==> src/hw/rtl/rtbb_pkg.sv <==
`timescale 1ns / 1ps

package rtbb_pkg;

	localparam int COORD_W  = 32;   // point, shift and result coordinates
	localparam int QUAT_W   = 18;   // quaternion parts, Q2.16
	localparam int MARGIN_W = 31;   // box margin, unsigned
	localparam int FRAC_W   = 16;   // fraction bits of Q16.16
	localparam int CFG_IDX_W = 8;
	localparam int LANES    = 3;    // x, y, z

	localparam int Q_DEPTH = 2;     // front-to-back queue
	localparam int Q_PTR_W = $clog2(Q_DEPTH);
	localparam int Q_CNT_W = $clog2(Q_DEPTH + 1);

	// register indexes of the configuration port
	localparam logic [CFG_IDX_W-1:0] REG_QUAT_W     = 8'd0;
	localparam logic [CFG_IDX_W-1:0] REG_QUAT_X     = 8'd1;
	localparam logic [CFG_IDX_W-1:0] REG_QUAT_Y     = 8'd2;
	localparam logic [CFG_IDX_W-1:0] REG_QUAT_Z     = 8'd3;
	localparam logic [CFG_IDX_W-1:0] REG_SHIFT_X    = 8'd4;
	localparam logic [CFG_IDX_W-1:0] REG_SHIFT_Y    = 8'd5;
	localparam logic [CFG_IDX_W-1:0] REG_SHIFT_Z    = 8'd6;
	localparam logic [CFG_IDX_W-1:0] REG_BOX_MARGIN = 8'd7;

	localparam logic signed [QUAT_W-1:0] QUAT_ONE = 18'sd65536;

	typedef struct packed {
		logic signed [QUAT_W-1:0]  quat_w;
		logic signed [QUAT_W-1:0]  quat_x;
		logic signed [QUAT_W-1:0]  quat_y;
		logic signed [QUAT_W-1:0]  quat_z;
		logic signed [COORD_W-1:0] shift_x;
		logic signed [COORD_W-1:0] shift_y;
		logic signed [COORD_W-1:0] shift_z;
		logic [MARGIN_W-1:0]       box_margin;
	} cfg_t;

	// what the back end does with a point besides moving it
	typedef struct packed {
		logic include_in_box;
		logic last_point;
	} kind_t;

	typedef struct packed {
		logic [LANES-1:0][COORD_W-1:0] point;
		kind_t                         kind;
	} item_t;

	typedef struct packed {
		logic [LANES-1:0][COORD_W-1:0] box_max;
		logic [LANES-1:0][COORD_W-1:0] box_min;
		logic [LANES-1:0][COORD_W-1:0] moved;
		logic                          box_valid;
	} res_t;

endpackage

==> src/hw/rtl/rtbb_cfg.sv <==
`timescale 1ns / 1ps

module rtbb_cfg import rtbb_pkg::*; (
	input  logic                 clk,
	input  logic                 arst_n,
	input  logic                 wr_en,
	input  logic [CFG_IDX_W-1:0] wr_index,
	input  logic [COORD_W-1:0]   wr_data,
	output cfg_t                 cfg
);

	cfg_t cfg_q;

	always_ff @(posedge clk or negedge arst_n) begin
		if (!arst_n) begin
			cfg_q.quat_w     <= QUAT_ONE;
			cfg_q.quat_x     <= '0;
			cfg_q.quat_y     <= '0;
			cfg_q.quat_z     <= '0;
			cfg_q.shift_x    <= '0;
			cfg_q.shift_y    <= '0;
			cfg_q.shift_z    <= '0;
			cfg_q.box_margin <= '0;
		end else if (wr_en) begin
			case (wr_index)
				REG_QUAT_W: begin
					cfg_q.quat_w <= wr_data[QUAT_W-1:0];
				end
				REG_QUAT_X: begin
					cfg_q.quat_x <= wr_data[QUAT_W-1:0];
				end
				REG_QUAT_Y: begin
					cfg_q.quat_y <= wr_data[QUAT_W-1:0];
				end
				REG_QUAT_Z: begin
					cfg_q.quat_z <= wr_data[QUAT_W-1:0];
				end
				REG_SHIFT_X: begin
					cfg_q.shift_x <= wr_data;
				end
				REG_SHIFT_Y: begin
					cfg_q.shift_y <= wr_data;
				end
				REG_SHIFT_Z: begin
					cfg_q.shift_z <= wr_data;
				end
				REG_BOX_MARGIN: begin
					cfg_q.box_margin <= wr_data[MARGIN_W-1:0];
				end
				default: begin
					// unknown index: write dropped
				end
			endcase
		end
	end

	assign cfg = cfg_q;

endmodule

==> config.mk <==
export PLATFORM = sky130hd
export DESIGN_NAME = rtbb_cfg
export DESIGN_NICKNAME = d
export VERILOG_FILES = /design/src/hw/rtl/rtbb_pkg.sv /design/src/hw/rtl/rtbb_cfg.sv
export SDC_FILE = /design/constraint.sdc
export NUM_CORES = 1
export LEC_CHECK = 0
export BUFFER_PORTS_ARGS = -buffer_cell sky130_fd_sc_hd__buf_2
export CAP_MARGIN = 30
export CORE_ASPECT_RATIO = 1.2
export CORE_MARGIN = 3
export CORE_UTILIZATION = 45
export CTS_CLUSTER_DIAMETER = 30
export DETAILED_ROUTE_END_ITERATION = 12
export GPL_ROUTABILITY_DRIVEN = 0
export PLACE_DENSITY = 0.75
export SYNTH_ARGS = -nofsm -noshare
export SYNTH_HDL_FRONTEND = slang
export SYNTH_SLANG_ARGS = --single-unit
==> constraint.sdc <==
create_clock -name clk -period 0.8 [get_ports clk]
set_input_delay 0.16 -clock clk [delete_from_list [all_inputs] [get_ports clk]]
set_output_delay 0.16 -clock clk [all_outputs]
set_load 0.03 [all_outputs]
==> flow_metrics.tcl <==
set metrics [dict create \
    floorplan.die.height_um 146.8 \
    worst_pin_slew_ps 382.6 \
    floorplan.die_area_sq_um 18110 \
    post_synth_xor_area_fraction_pct 0 \
    synth-warning-count 0 \
    die_w_um 123.3 \
    ioPinCount 242 \
    main_combinational_cell_family_by_area_after_synthesis "multiplexers" \
    drive_gt1_share_pct 72.69 \
    clock_insertion_delay_at_the_later_pin_of_the_skew_report_ps 420 \
    layout.nets 832 \
    total_leakage_power_nw 6.456 \
    synth_compound_area_share_pct 0 \
    placed_cells_incl_taps 891 \
    post-dp-hpwl_um 13530 \
    instances_no_fill 1010 \
    minimum_period_implied_by_the_final_worst_setup_slack_ps 1318 \
    grt_pass1_vias 5764 \
    slew_headroom_pct 74.44 \
    grt_usage_pct 25.53 \
    period_share_pct 164.8 \
    detailed_routing_iteration_count_for_the_pre_antenna_repair_pass 4 \
    area_growth_pct 63.08 \
    synth_cell_type_count 15 \
    grt-ovfl-total 0 \
    cts.path.max_buffers 2 \
    syn-cell-area_sq_um 7436 \
    maxCapViolations 0 \
    holdCritPathClass "in -> reg" \
    core_area_sq_um 15890 \
    cts.clk_slew.worst_paths_ps 70 \
    n_antenna_cell 0 \
    grt_start_max_net_pins 32 \
    count_of_state_elements_after_synthesis 199 \
    critPathRequiredTime_ps 1110 \
    timing_max_transition_violations_final 0 \
    finalHoldWorstSlack_ps 11.36 \
    timing.clock.skew_ps 0 \
    synth.yosys.seq_area_share_pct 66.99 \
    synth_area_per_cell_sq_um 17.33 \
    cts.htree.levels 4 \
    cts_root_buf "clkbuf_16" \
    detail-route-antenna-nets 0 \
    critPathLaunchType "input port" \
    cp_max_fo 8 \
    route.detailed.drc 0 \
    timing.critical_path.arrival_ps 1630 \
    most_frequent_cells_in_the_layout "209 x buf_6, 198 x dfrtp_1, 195 x mux2_2" \
    ir_worst_vdd_v 0.001177 \
    syn_nets 472 \
    report.final.setup_viol 398 \
    synth_adder_area_share_pct 0 \
    cp-end-kind "flop" \
    finalCoreUtilization_pct 76.32 \
    cts_num_sinks 199 \
    synth-simple-area-share_pct 1.683 \
    setup_repair_after_global_routing_missed_its_margin "yes" \
    final.setup.tns_ps -143470 \
    final_common_cell "buf_6" \
    global_route_wire_length_before_repair_um 34290 \
    power.density_cell_area_nw_per_um2 1854 \
    cts-buffers-inserted 17 \
    routedWlPerCell_um 24.11 \
    syn_inst 429 \
    drt-initial-drc-count 233 \
    num_vias 5308 \
    finalHoldViolations 0 \
    placement.io_buffers 241 \
    worst-setup-path-type "in -> reg" \
    detailed_route_vias_per_instance 5.255 \
    starting_density_of_the_core_pct 46.80 \
    drt_wl_total_um 24360 \
    max_ffs_per_register 199 \
    grt_antenna_before_repair 0 \
    outcome "complete, but fails checks" \
    violations_in_the_final_reports "negative setup slack" \
    synth.mux.area_fraction_pct 30.14 \
    timing.fmax_mhz 758.5 \
    std_cell_rows 50 \
    layout_setup_ws_ps -518.4 \
    tritoncts "yes" \
]
==> cells by family after synthesis <==
family,after synthesis
buffers and inverters,16
flip-flops,199
multiplexers,199
AND/OR/NAND/NOR,15
==> layout make-up <==
class / instances / area [sq um]
clock buffers: 24 / 481.7
clock inverters: 8 / 63.81
fillers: 845 / 3764
multi-input cells: 214 / 2434
flip-flops and latches: 199 / 4981
well taps: 208 / 260.3
repair buffers: 357 / 3906
==> through the flow <==
stage,setup slack [ps],power [mW],cell area (sq um)
final,-518.4,22.48,12130
after global placement,-738.6,13.51,9238
after CTS,-479.6,22.34,11650
after detailed placement,-781.5,13.60,9238
after floorplan,-758.6,12.37,7478
after global routing,-546.5,23.26,12130
==> worst paths after layout <==
check	slack (ps)	end	from	depth (start not counted)
min in group asynchronous	200	cfg[130]	arst_n	2
worst max register to register	-250	cfg[110]	cfg[110]	3
worst max-delay path	-520	cfg[10]	wr_index[6]	8
max in group asynchronous	90	cfg[197]	arst_n	3
worst min register to register	530	cfg[135]	cfg[135]	1
worst min-delay path	10	cfg[61]	wr_data[30]	2
==> Yosys cell counts, drive strengths merged <==
master    n  area (sq um)
nand3     4         30.03
mux2    199          2241
nor2      1         3.750
nand4     4         37.53
nor4      1         21.27
dfrtp   198          4955
buf      16         88.83
and2      1         6.260
nor3b     1         7.510
dfstp     1         26.28
nor2b     3         18.77
==> critical path, cell delays in order <==
cell       delay, ps
buf_6            100
nor4_4           270
buf_6            150
buf_6             90
nand4_1          190
buf_6            220
clkbuf_16        170
mux2_2           270
==> power by group <==
part	leakage, nW	total [mW]	switching, mW	internal, mW
combinational	3.45	3.53	1.89	1.64
clock	0.261	8.03	3.77	4.26
sequential	2.74	10.9	0.386	10.5
==> routing by layer <==
layer  share of wire, %  wire length, um  track usage (%)  up-vias
li1                   -                -                -     2260
met1                 35             8557            27.42     2781
met2                 57            13770            46.45      216
met3                5.3             1288            6.585       51
met4                3.0              734            11.14        0
met5                  0                0                0        -
==> timing repair <==
| item | in CTS | in global routing |
|---|---|---|
| hold endpoints to repair | 224 | 0 |
| resized for setup | 424 | 16 |
| buffers inserted | 28 | 37 |
| hold buffers | 10 | 0 |
| cloned | 7 | 6 |
| pin swaps | 4 | 0 |
| endpoints found under the setup margin | 398 | 398 |
No activity file was read; power rests on OpenSTA's default activity.
