[src/hw/rtl/rtbb_pkg.sv]
`timescale 1ns / 1ps

package rtbb_pkg;

	localparam int COORD_W  = 32;   // point, shift and result coordinates
	localparam int QUAT_W   = 18;   // quaternion parts, Q2.16
	localparam int MARGIN_W = 31;   // box margin, unsigned
	localparam int FRAC_W   = 16;   // fraction bits of Q16.16
	localparam int CFG_IDX_W = 8;
	localparam int LANES    = 3;    // x, y, z

	localparam int Q_DEPTH = 2;     // front-to-back queue
	localparam int Q_PTR_W = $clog2(Q_DEPTH);
	localparam int Q_CNT_W = $clog2(Q_DEPTH + 1);

	// register indexes of the configuration port
	localparam logic [CFG_IDX_W-1:0] REG_QUAT_W     = 8'd0;
	localparam logic [CFG_IDX_W-1:0] REG_QUAT_X     = 8'd1;
	localparam logic [CFG_IDX_W-1:0] REG_QUAT_Y     = 8'd2;
	localparam logic [CFG_IDX_W-1:0] REG_QUAT_Z     = 8'd3;
	localparam logic [CFG_IDX_W-1:0] REG_SHIFT_X    = 8'd4;
	localparam logic [CFG_IDX_W-1:0] REG_SHIFT_Y    = 8'd5;
	localparam logic [CFG_IDX_W-1:0] REG_SHIFT_Z    = 8'd6;
	localparam logic [CFG_IDX_W-1:0] REG_BOX_MARGIN = 8'd7;

	localparam logic signed [QUAT_W-1:0] QUAT_ONE = 18'sd65536;

	typedef struct packed {
		logic signed [QUAT_W-1:0]  quat_w;
		logic signed [QUAT_W-1:0]  quat_x;
		logic signed [QUAT_W-1:0]  quat_y;
		logic signed [QUAT_W-1:0]  quat_z;
		logic signed [COORD_W-1:0] shift_x;
		logic signed [COORD_W-1:0] shift_y;
		logic signed [COORD_W-1:0] shift_z;
		logic [MARGIN_W-1:0]       box_margin;
	} cfg_t;

	// what the back end does with a point besides moving it
	typedef struct packed {
		logic include_in_box;
		logic last_point;
	} kind_t;

	typedef struct packed {
		logic [LANES-1:0][COORD_W-1:0] point;
		kind_t                         kind;
	} item_t;

	typedef struct packed {
		logic [LANES-1:0][COORD_W-1:0] box_max;
		logic [LANES-1:0][COORD_W-1:0] box_min;
		logic [LANES-1:0][COORD_W-1:0] moved;
		logic                          box_valid;
	} res_t;

endpackage

[src/hw/rtl/rtbb_front.sv]
`timescale 1ns / 1ps

module rtbb_front import rtbb_pkg::*; (
	input  logic                       clk,
	input  logic                       arst_n,
	input  logic                       in_valid,
	output logic                       in_ready,
	input  logic [LANES*COORD_W-1:0]   in_data,
	input  logic                       in_include,
	input  logic                       in_last,
	output logic                       q_valid,
	input  logic                       q_ready,
	output item_t                      q_item
);

	item_t              mem_q [Q_DEPTH];
	logic [Q_PTR_W-1:0] wr_ptr_q;
	logic [Q_PTR_W-1:0] rd_ptr_q;
	logic [Q_CNT_W-1:0] cnt_q;
	item_t              item_in;
	logic               push;
	logic               pop;

	// classify: flags become the item kind
	always_comb begin
		item_in                     = '0;
		item_in.point               = in_data;
		item_in.kind.include_in_box = in_include;
		item_in.kind.last_point     = in_last;
	end

	assign in_ready = (cnt_q != Q_CNT_W'(Q_DEPTH));
	assign q_valid  = (cnt_q != '0);
	assign push     = in_valid && in_ready;
	assign pop      = q_valid && q_ready;
	assign q_item   = mem_q[rd_ptr_q];

	always_ff @(posedge clk or negedge arst_n) begin
		if (!arst_n) begin
			wr_ptr_q <= '0;
			rd_ptr_q <= '0;
			cnt_q    <= '0;
		end else begin
			if (push) begin
				wr_ptr_q <= wr_ptr_q + 1'b1;
			end
			if (pop) begin
				rd_ptr_q <= rd_ptr_q + 1'b1;
			end
			if (push && !pop) begin
				cnt_q <= cnt_q + 1'b1;
			end else if (pop && !push) begin
				cnt_q <= cnt_q - 1'b1;
			end
		end
	end

	always_ff @(posedge clk) begin
		if (push) begin
			mem_q[wr_ptr_q] <= item_in;
		end
	end

endmodule

[config.mk]
export PLATFORM = sky130hd
export DESIGN_NAME = rtbb_front
export DESIGN_NICKNAME = d
export VERILOG_FILES = /design/src/hw/rtl/rtbb_pkg.sv /design/src/hw/rtl/rtbb_front.sv
export SDC_FILE = /design/constraint.sdc
export NUM_CORES = 1
export LEC_CHECK = 0
export ABC_AREA = 1
export ABC_CLOCK_PERIOD_IN_PS = 6200
export BUFFER_PORTS_ARGS = -buffer_cell sky130_fd_sc_hd__buf_2
export CELL_PAD_IN_SITES_DETAIL_PLACEMENT = 1
export CELL_PAD_IN_SITES_GLOBAL_PLACEMENT = 1
export CORE_ASPECT_RATIO = 1.25
export CORE_UTILIZATION = 41
export CTS_CLUSTER_DIAMETER = 80
export DETAILED_ROUTE_END_ITERATION = 8
export GPL_TIMING_DRIVEN = 1
export PLACE_DENSITY = 0.84
export SLEW_MARGIN = 15
export SYNTH_ARGS = -nofsm -noshare
export SYNTH_HDL_FRONTEND = slang
export SYNTH_SLANG_ARGS = --single-unit
[constraint.sdc]
create_clock -name clk -period 6.2 [get_ports clk]
set_input_delay 0.62 -clock clk [delete_from_list [all_inputs] [get_ports clk]]
set_output_delay 0.62 -clock clk [all_outputs]
set_load 0.01 [all_outputs]
==> flow_summary.json, run 1 <==
{
  "worst_ir_drop_vdd_v": 0.000216,
  "n_fill_cell": 1873,
  "final_antenna_net_count": 0,
  "max_clock_freq_mhz": 296,
  "cts_buffer_depth": 2,
  "post_drt_via_cell_ratio": 4.70,
  "postCtsSetupRepairBufs": 0,
  "synth.yosys.seq_area_share": 0.816,
  "crit_arrival_ns": 2.76,
  "floorplan.core_area_um2": 17500,
  "port-buffer-count": 201,
  "cts_tree": "built",
  "synthesis.area_um2": 7330,
  "horizontal_die_dimension_um": 122,
  "critPathMaxFanout": 100,
  "clkSlewWorstSetupHoldPaths_ns": 0.07,
  "cts_max_level": 4,
  "synthAdderAreaFrac": 0.00171,
  "final_period_minus_worst_setup_slack_ns": 3.38,
  "post_syn_nets": 643,
  "finalCritPeriodShare": 0.545,
  "overflow": 0,
  "synth_seq_cells": 200,
  "combinational_family_with_the_most_area_after_synthesis": "simple AND/OR/NAND/NOR gates",
  "dp_hpwl_um": 10800,
  "flow.area_growth_from_synthesis_pct": 24.2,
  "final_layout_size_suffix_gt1_frac": 0.313,
  "totalNegativeSetupSlack_ns": 0,
  "hold_viol": 0,
  "num_vias": 4618,
  "grt_first_pass_wirelength_um": 24100,
  "cts_resized": 0,
  "synth.cells.most_frequent": "304 x nand2_1, 196 x edfxtp_1, 16 x buf_2, 6 x inv_1, 4 x dfrtp_1",
  "first_pass_iters": 4,
  "crit_path_cell_trace": "inv_4 -> nand2_1 -> nand2_1 -> buf_2",
  "postSynthCellCount": 540,
  "critical-path-slowest-cell": "dfrtp_4",
  "final-setup-viol-count": 0,
  "detail_route.wl_per_cell_um": 16.8,
  "synth_compound_area_frac": 0,
  "ios": 202,
  "synthSimpleGateAreaFrac": 0.159,
  "endpoint_kind": "output pin",
  "finalWeightedCongestion": 0.711,
  "postSynthAreaPerCell_um2": 13.6,
  "ratio_of_total_power_to_cell_area_nw_per_um2": 480,
  "drcViolationCount": 0,
  "post_synthesis_cell_type_with_the_largest_combined_area": "edfxtp_1",
  "nNetsFinal": 845,
  "max_incr_delay_on_cp_ns": 1.13,
  "die-area_um2": 18400,
  "detail_route.iter0.violations": 242,
  "cts-buffers-inserted": 17,
  "number_of_max_capacitance_violations_reported": 0,
  "cpMostUsedCell": "nand2_1",
  "grt_setup_unrepaired": "false",
  "routed_wl_um": 16500,
  "number_of_buffers_inserted_for_hold_repair_after_clock_tree_synthesis": 1,
  "max_slew_margin_vs_limit": 0.264,
  "synth_top_area_share": 0.802,
  "grt_util_all_layers": 0.180,
  "synth_ff_type": "edfxtp_1",
  "utilization": 0.521,
  "synth.mux.area_fraction": 0,
  "via_count_of_the_first_global_routing_pass": 4703,
  "netlist-cell-type-count": 14,
  "synth_enable_flop_cells": 196,
  "synth-warning-count": 0,
  "synth-async-reset-ratio": 0.0200,
  "worst_skew_pair.late_latency_ns": 0.42,
  "required_ns": 5.58,
  "fin_worst_skew_ns": 0.00515,
  "tightest_slew_ns": 1.10,
  "synth_area_leaders": "edfxtp_1 80%, nand2_1 16%, dfrtp_1 1.4%",
  "post-synth-top-count-cell": "nand2_1",
  "final-max-slew-violation-count": 0,
  "num_rows": 54,
  "antenna_violations_before_repair": 3,
  "timing.critical_path.from_type": "flip-flop",
  "cell_chosen_for_the_clock_root": "clkbuf_16",
  "die_y_um": 152,
  "clkSinkCount": 200,
  "hp-class": "input pin to flip-flop",
  "grt_max_degree": 101,
  "p_leak_uw": 0.00392,
  "post_synth_xor_xnor_area": 0.00239,
  "initial_core_util": 0.419,
  "timing_worst_setup_path_type": "flip-flop to output pin",
  "run_status": "completed"
}
-- sequential cells by signal (all words and copies together) (netlist names) --
name / flops
wr_ptr_q: 1
mem_q: 196
cnt_q: 2
rd_ptr_q: 1
-- cells in the final DEF (no fill, tap or decap), drive strengths merged --
cell type,count
buf,203
nand3,2
xnor2,1
bufinv,2
dlygate4sd3,1
clkinv,5
xor2,1
nand4,1
clkbuf,20
clkinvlp,2
diode,3
nor2,2
edfxtp,196
dfrtp,4
inv,10
ha,1
nand2,304
-- cell type report --
class                   instances  area [um^2]  area share
flip-flops and latches        200         5990       0.657
multi-input cells             312         1210       0.133
repair buffers                204         1030       0.113
clock buffers                  20          437      0.0479
well taps                     224          280      0.0308
clock inverters                12          126      0.0139
inverters                       7         28.8     0.00316
diodes                          3         7.51    0.000824
-- metrics by stage --
stage | area [um^2] | total power, uW | hold slack [ns] | worst slack (ns) | cells
finish | 9110 | 4370 | 0.384 | 2.82 | 982
global route | 9100 | 4630 | 0.355 | 2.54 | 980
CTS | 9100 | 4450 | 0.359 | 2.71 | 979
detailed placement | 8530 | 3380 | 0.439 | 3.18 | 946
global placement | 8530 | 3320 | 0.433 | 3.18 | 946
floorplan | 7330 | 2820 | 0.324 | 0.835 | 540
-- worst paths after layout --
| kind | from | end | slack [ns] | cells after the start |
|---|---|---|---|---|
| max | rd_ptr_q | q_item[17] | 2.82 | 4 |
| min | in_data[1] | mem_q[0][3] | 0.38 | 1 |
| max reg2reg | cnt_q[0] | mem_q[1][12] | 3.38 | 5 |
| min reg2reg | cnt_q[0] | cnt_q[0] | 0.50 | 1 |
| max in group asynchronous | arst_n | rd_ptr_q | 5.50 | 2 |
| min in group asynchronous | arst_n | cnt_q[1] | 0.55 | 2 |
-- kinds of logic after synthesis --
family / Yosys count
AND/OR/NAND/NOR: 309
adder cells (fa/ha/maj): 1
buffers and inverters: 28
XOR/XNOR: 2
flip-flops: 200
-- routing by layer --
metal	vias to the layer above	global-route usage	wire, um
met3	20	0.0558	892
met5	-	0	13
met1	2222	0.204	6480
li1	2222	-	-
met4	2	0.0710	303
met2	152	0.316	8810
-- power breakdown --
part | switching, uW | internal [uW]
combinational | 849 | 428
sequential | 180 | 1850
clock | 466 | 595
total | 1500 | 2880
-- worst max-delay path: cells and delay by family, from the launching register on --
family	cells	cell delay, ns
buf+inv	2	0.77
simple gates	2	0.33
flops	1	1.13
Power figures use the tool's default switching activity.
==> run 2, diff against run 1 <==
ABC_CLOCK_PERIOD_IN_PS = 3000   (was 6200)
CORE_UTILIZATION = 37   (was 41)
PLACE_DENSITY = 0.8   (was 0.84)
clock period = 3 ns   (was 6.2 ns; I/O delays follow)
==> run 2 against run 1 <==
Critical path depth rose by 1. Register-to-register slack worse by 2.4 ns. Die area up 11%. Via count rose by 0.89%. Critical path type unchanged.
==> flow_summary.json, run 2 (synthesis results as in run 1) <==
{
  "first_pass_iters": 4,
  "largest_registers": "mem_q x196, cnt_q x2",
  "routed_wl_um": 16500,
  "cts_max_level": 4,
  "drcViolationCount": 0,
  "port-buffer-count": 201,
  "multi_input_area_um2": 1210,
  "clkSlewWorstSetupHoldPaths_ns": 0.07,
  "final_period_minus_worst_setup_slack_ns": 2.28,
  "flip_flop_count_of_the_largest_register_all_copies_and_words_added": 196,
  "setup.worst_path.end": "q_item[31]",
  "cell_chosen_for_the_clock_root": "clkbuf_16",
  "grt_util_all_layers": 0.169,
  "finalCritPeriodShare": 0.761,
  "worst_r2r_path_depth": 5,
  "hold_viol": 0,
  "nNetsFinal": 851,
  "number_of_buffers_inserted_for_hold_repair_after_clock_tree_synthesis": 1,
  "crit_arrival_ns": 1.98,
  "placement.setup.worst_slack_ns": 1.03,
  "most_frequent_cells_in_the_layout": "304 x nand2_1, 201 x buf_2, 196 x edfxtp_1, 17 x clkbuf_16, 7 x buf_12",
  "detail_route.iter0.violations": 228,
  "postCtsSetupRepairBufs": 0,
  "cts_resized": 0,
  "most_common_cell_after_layout_fill_and_taps_aside": "nand2_1",
  "final-setup-viol-count": 0,
  "num_vias": 4659,
  "clkSinkCount": 200,
  "die_y_um": 159,
  "run_status": "completed",
  "grt_max_degree": 100,
  "max_slew_margin_vs_limit": 0.575,
  "post_drt_via_cell_ratio": 4.53,
  "layout.cell_area.non_filler_um2": 9270,
  "postPlaceCellArea_um2": 8710,
  "initial_core_util": 0.378,
  "p_leak_uw": 0.00396,
  "overflow": 0,
  "flow.area_growth_from_synthesis_pct": 26.4,
  "max_clock_freq_mhz": 438,
  "worst_ir_drop_vdd_v": 0.000729,
  "tightest_slew_ns": 0.636,
  "dp_hpwl_um": 11300,
  "final-max-slew-violation-count": 0,
  "final_layout_size_suffix_gt1_frac": 0.319,
  "critical_path.reg2reg.startpoint": "cnt_q[0]",
  "timing.critical_path.from": "rd_ptr_q",
  "finalWorstSetupSlack_ns": 0.716,
  "grt_setup_unrepaired": "false",
  "ratio_of_total_power_to_cell_area_nw_per_um2": 978,
  "via_count_of_the_first_global_routing_pass": 5110,
  "antenna_violations_before_repair": 4,
  "fin_worst_skew_ns": 0.0107,
  "cts_tree": "built",
  "crit-reg2reg-capture": "mem_q[1][56]",
  "cts-buffers-inserted": 17,
  "hp-class": "input pin to flip-flop",
  "registers.top_by_ff_count": "mem_q",
  "finalWeightedCongestion": 0.732,
  "endpoint_kind": "output pin",
  "final_antenna_net_count": 0,
  "n_fill_cell": 2102,
  "detail_route.wl_per_cell_um": 16.0,
  "required_ns": 2.70,
  "floorplan.core_area_um2": 19400,
  "setup_slack_of_the_most_critical_reg_to_reg_path_ns": 1.01,
  "num_rows": 57,
  "horizontal_die_dimension_um": 128,
  "number_of_max_capacitance_violations_reported": 0,
  "cts_buffer_depth": 2,
  "grt_first_pass_wirelength_um": 25900,
  "worst_skew_pair.late_latency_ns": 0.42,
  "timing.critical_path.from_type": "flip-flop",
  "die-area_um2": 20400,
  "seq_area_um2": 5990,
  "critPathMaxFanout": 55,
  "hold_slack_ns": 0.0587,
  "timing_worst_setup_path_type": "flip-flop to output pin",
  "ios": 202
}
[run 2: cell count changes in the layout (fill, tap and decap cells not counted), moves of 2 or more]
cell,delta
buf_12,+7
inv_8,+4
clkinv_2,-3
bufinv_16,-2
clkbuf_1,-2
clkinv_4,+2
[run 2: worst max-delay path, stage by stage, from the launching register on]
cell,delay (ns)
dfrtp_4,0.51
inv_4,0.37
buf_12,0.31
nand2_1,0.10
nand2_1,0.09
buf_2,0.13
[run 2: metrics by stage]
| stage | util | instances | setup TNS [ns] | power, uW |
|---|---|---|---|---|
| after floorplan | - | 540 | -132.19 | 5770 |
| final | 0.478 | 1028 | 0 | 9070 |
| after CTS | 0.478 | 1026 | 0 | 9240 |
| after detailed placement | 0.449 | 993 | 0 | 7120 |
| after global routing | 0.478 | 1026 | 0 | 9630 |
| after global placement | 0.449 | 993 | 0 | 6980 |
[run 2: area by class of cell]
cell class	count	share of cell area
Clock buffer	18	0.0463
Timing Repair Buffer	210	0.125
Sequential cell	200	0.646
Multi-Input combinational cell	312	0.130
Inverter	7	0.00310
Tap cell	265	0.0358
Antenna cell	2	0.000540
Clock inverter	14	0.0125
[run 2: metal layers]
metal  wire length, um  part of all wire  GRT usage
met1              6260              0.38      0.185
met5                27            0.0016          0
met3              1100             0.067     0.0561
met4               353             0.021     0.0620
met2              8750              0.53      0.302
[run 2: power breakdown]
part / internal [uW] / switching, uW / total, uW
Clock: 1090 / 1030 / 2110
Combinational: 995 / 1990 / 2980
Sequential: 3810 / 164 / 3980
Total: 5890 / 3180 / 9070
[run 2: worst min path at each step]
stage	slack (ns)	depth (start not counted)	end	startpoint
2_1_floorplan	0.004	0	cnt_q[0]	arst_n
3_3_place_gp	0.12	1	cnt_q[0]	arst_n
3_5_place_dp	0.12	1	cnt_q[1]	arst_n
4_1_cts	0.03	1	mem_q[0][17]	in_data[15]
5_1_grt	0.04	1	mem_q[0][17]	in_data[15]
6_report	0.06	1	mem_q[1][85]	in_data[83]
==> run 3, diff against run 2 <==
ABC_CLOCK_PERIOD_IN_PS = 2100   (was 3000)
clock period = 2.1 ns   (was 3 ns; I/O delays follow)
==> run 3 against run 2 <==
Count of clock-buffer cells in the layout down 1. First-iteration DRC count is 14% higher. Routed wire length up 17%. Combinational power up 53%. Via count grew 9.5%. Critical path type unchanged. Clock skew grew 0.0025 ns. Global-route usage increased by 2.6 points. Cell count increased by 9.2%. Sequential power is 43% higher.
==> flow_summary.json, run 3 (synthesis results as in run 1) <==
{
  "max_incr_delay_on_cp_ns": 0.51,
  "first_pass_iters": 4,
  "final_period_minus_worst_setup_slack_ns": 2.00,
  "timing_worst_setup_path_type": "flip-flop to output pin",
  "hold_viol": 0,
  "largest_registers": "mem_q x196, cnt_q x2",
  "worst_ir_drop_vdd_v": 0.000885,
  "post_drt_via_cell_ratio": 4.54,
  "cell_chosen_for_the_clock_root": "clkbuf_16",
  "die_y_um": 159,
  "port-buffer-count": 201,
  "crit_buf_inv": 3,
  "utilization": 0.531,
  "placement.setup.worst_slack_ns": 0.493,
  "detail_route.wl_per_cell_um": 17.2,
  "routed_wl_um": 19300,
  "most_frequent_cells_in_the_layout": "302 x nand2_1, 201 x buf_2, 196 x edfxtp_1, 99 x dlygate4sd3_1, 17 x clkbuf_16",
  "flip_flop_count_of_the_largest_register_all_copies_and_words_added": 196,
  "critical-path-slowest-cell": "dfrtp_4",
  "run_status": "completed",
  "n_fill_cell": 2052,
  "critical-path-top-delay-family": "buffers and inverters",
  "multi_input_area_um2": 1220,
  "seq_area_um2": 5990,
  "required_ns": 1.89,
  "horizontal_die_dimension_um": 128,
  "finalWeightedCongestion": 0.704,
  "grt_setup_unrepaired": "false",
  "initial_core_util": 0.378,
  "cts_tree": "built",
  "grt_util_all_layers": 0.195,
  "final-setup-viol-count": 0,
  "num_rows": 57,
  "most_common_cell_after_layout_fill_and_taps_aside": "nand2_1",
  "crit_path_cell_trace": "inv_4 -> buf_12 -> nand2_1 -> nand2_1 -> buf_2",
  "endpoint_kind": "output pin",
  "ratio_of_total_power_to_cell_area_nw_per_um2": 1320,
  "via_count_of_the_first_global_routing_pass": 5601,
  "finalWorstSetupSlack_ns": 0.100,
  "floorplan.core_area_um2": 19400,
  "antenna_cells": 0,
  "detail_route.iter0.violations": 261,
  "timing.critical_path.from_type": "flip-flop",
  "cts_resized": 0,
  "totalNegativeSetupSlack_ns": 0,
  "hp-class": "input pin to flip-flop",
  "drcViolationCount": 0,
  "p_leak_uw": 0.00440,
  "p_total_uw": 13600,
  "max_clock_freq_mhz": 500,
  "ios": 202,
  "clkSinkCount": 200,
  "fin_worst_skew_ns": 0.0132,
  "cpMostUsedCell": "nand2_1",
  "final_antenna_net_count": 0,
  "num_vias": 5102,
  "numPlacedInstances": 992,
  "final_layout_size_suffix_gt1_frac": 0.287,
  "clkSlewWorstSetupHoldPaths_ns": 0.07,
  "crit_arrival_ns": 1.79,
  "registers.top_by_ff_count": "mem_q",
  "number_of_max_capacitance_violations_reported": 0,
  "critPathMaxFanout": 41,
  "max_slew_margin_vs_limit": 0.659,
  "die-area_um2": 20400,
  "final-max-slew-violation-count": 0,
  "finalCritPeriodShare": 0.952,
  "nNetsFinal": 948,
  "overflow": 0,
  "instances_no_fill": 1123,
  "tightest_slew_ns": 0.511,
  "flow.area_growth_from_synthesis_pct": 40.4,
  "antenna_violations_before_repair": 0,
  "worst_skew_pair.late_latency_ns": 0.43,
  "cts_buffer_depth": 2,
  "cts-buffers-inserted": 17,
  "grt_first_pass_wirelength_um": 29600,
  "grt_max_degree": 100,
  "dp_hpwl_um": 10900,
  "cts_max_level": 4
}
-- run 3: worst min-delay path: cells and delay by family --
kind | cells | cell delay, ns
buf+inv | 1 | 0.09
simple gates | 2 | 0.18
-- run 3: final timing paths --
check,startpoint,to,slack [ns],depth (start not counted)
max,rd_ptr_q,q_item[74],0.10,5
min,q_ready,rd_ptr_q,0.09,3
max reg2reg,cnt_q[0],mem_q[1][8],0.52,5
min reg2reg,cnt_q[0],cnt_q[0],0.53,1
max in group asynchronous,arst_n,rd_ptr_q,1.82,2
min in group asynchronous,arst_n,rd_ptr_q,0.14,2
-- run 3: cell type report --
| type | instances | share of cell area |
|---|---|---|
| clock buffers | 17 | 0.0413 |
| repair buffers | 307 | 0.206 |
| multi-input cells | 312 | 0.119 |
| well taps | 265 | 0.0322 |
| inverters | 7 | 0.00279 |
| clock inverters | 15 | 0.0168 |
| flip-flops and latches | 200 | 0.582 |
-- run 3: per-layer routing --
layer | share of wire | wire (um) | vias to the layer above | global-route usage
li1 | - | - | 2420 | -
met5 | 0 | 0 | - | 0
met1 | 0.38 | 7390 | 2513 | 0.209
met2 | 0.55 | 10700 | 147 | 0.368
met3 | 0.047 | 901 | 22 | 0.0454
met4 | 0.016 | 315 | 0 | 0.0652
-- run 3: per-stage QoR --
| step | hold slack, ns | cell area [um^2] |
|---|---|---|
| after detailed placement | 0.0345 | 8710 |
| after floorplan | -0.0856 | 7360 |
| final | 0.0948 | 10300 |
| after CTS | 0.0868 | 10300 |
| after global placement | 0.0317 | 8710 |
| after global routing | 0.0897 | 10300 |
-- run 3: timing repair --
action	in CTS	in global routing
buffers inserted	0	0
hold endpoints to repair	200	0
hold buffers	99	0
-- run 3: power by group --
part           leakage, uW  internal, uW  switching [uW]
sequential         0.00187          5460             256
clock             0.000297          1880            1460
combinational      0.00224          1540            3010
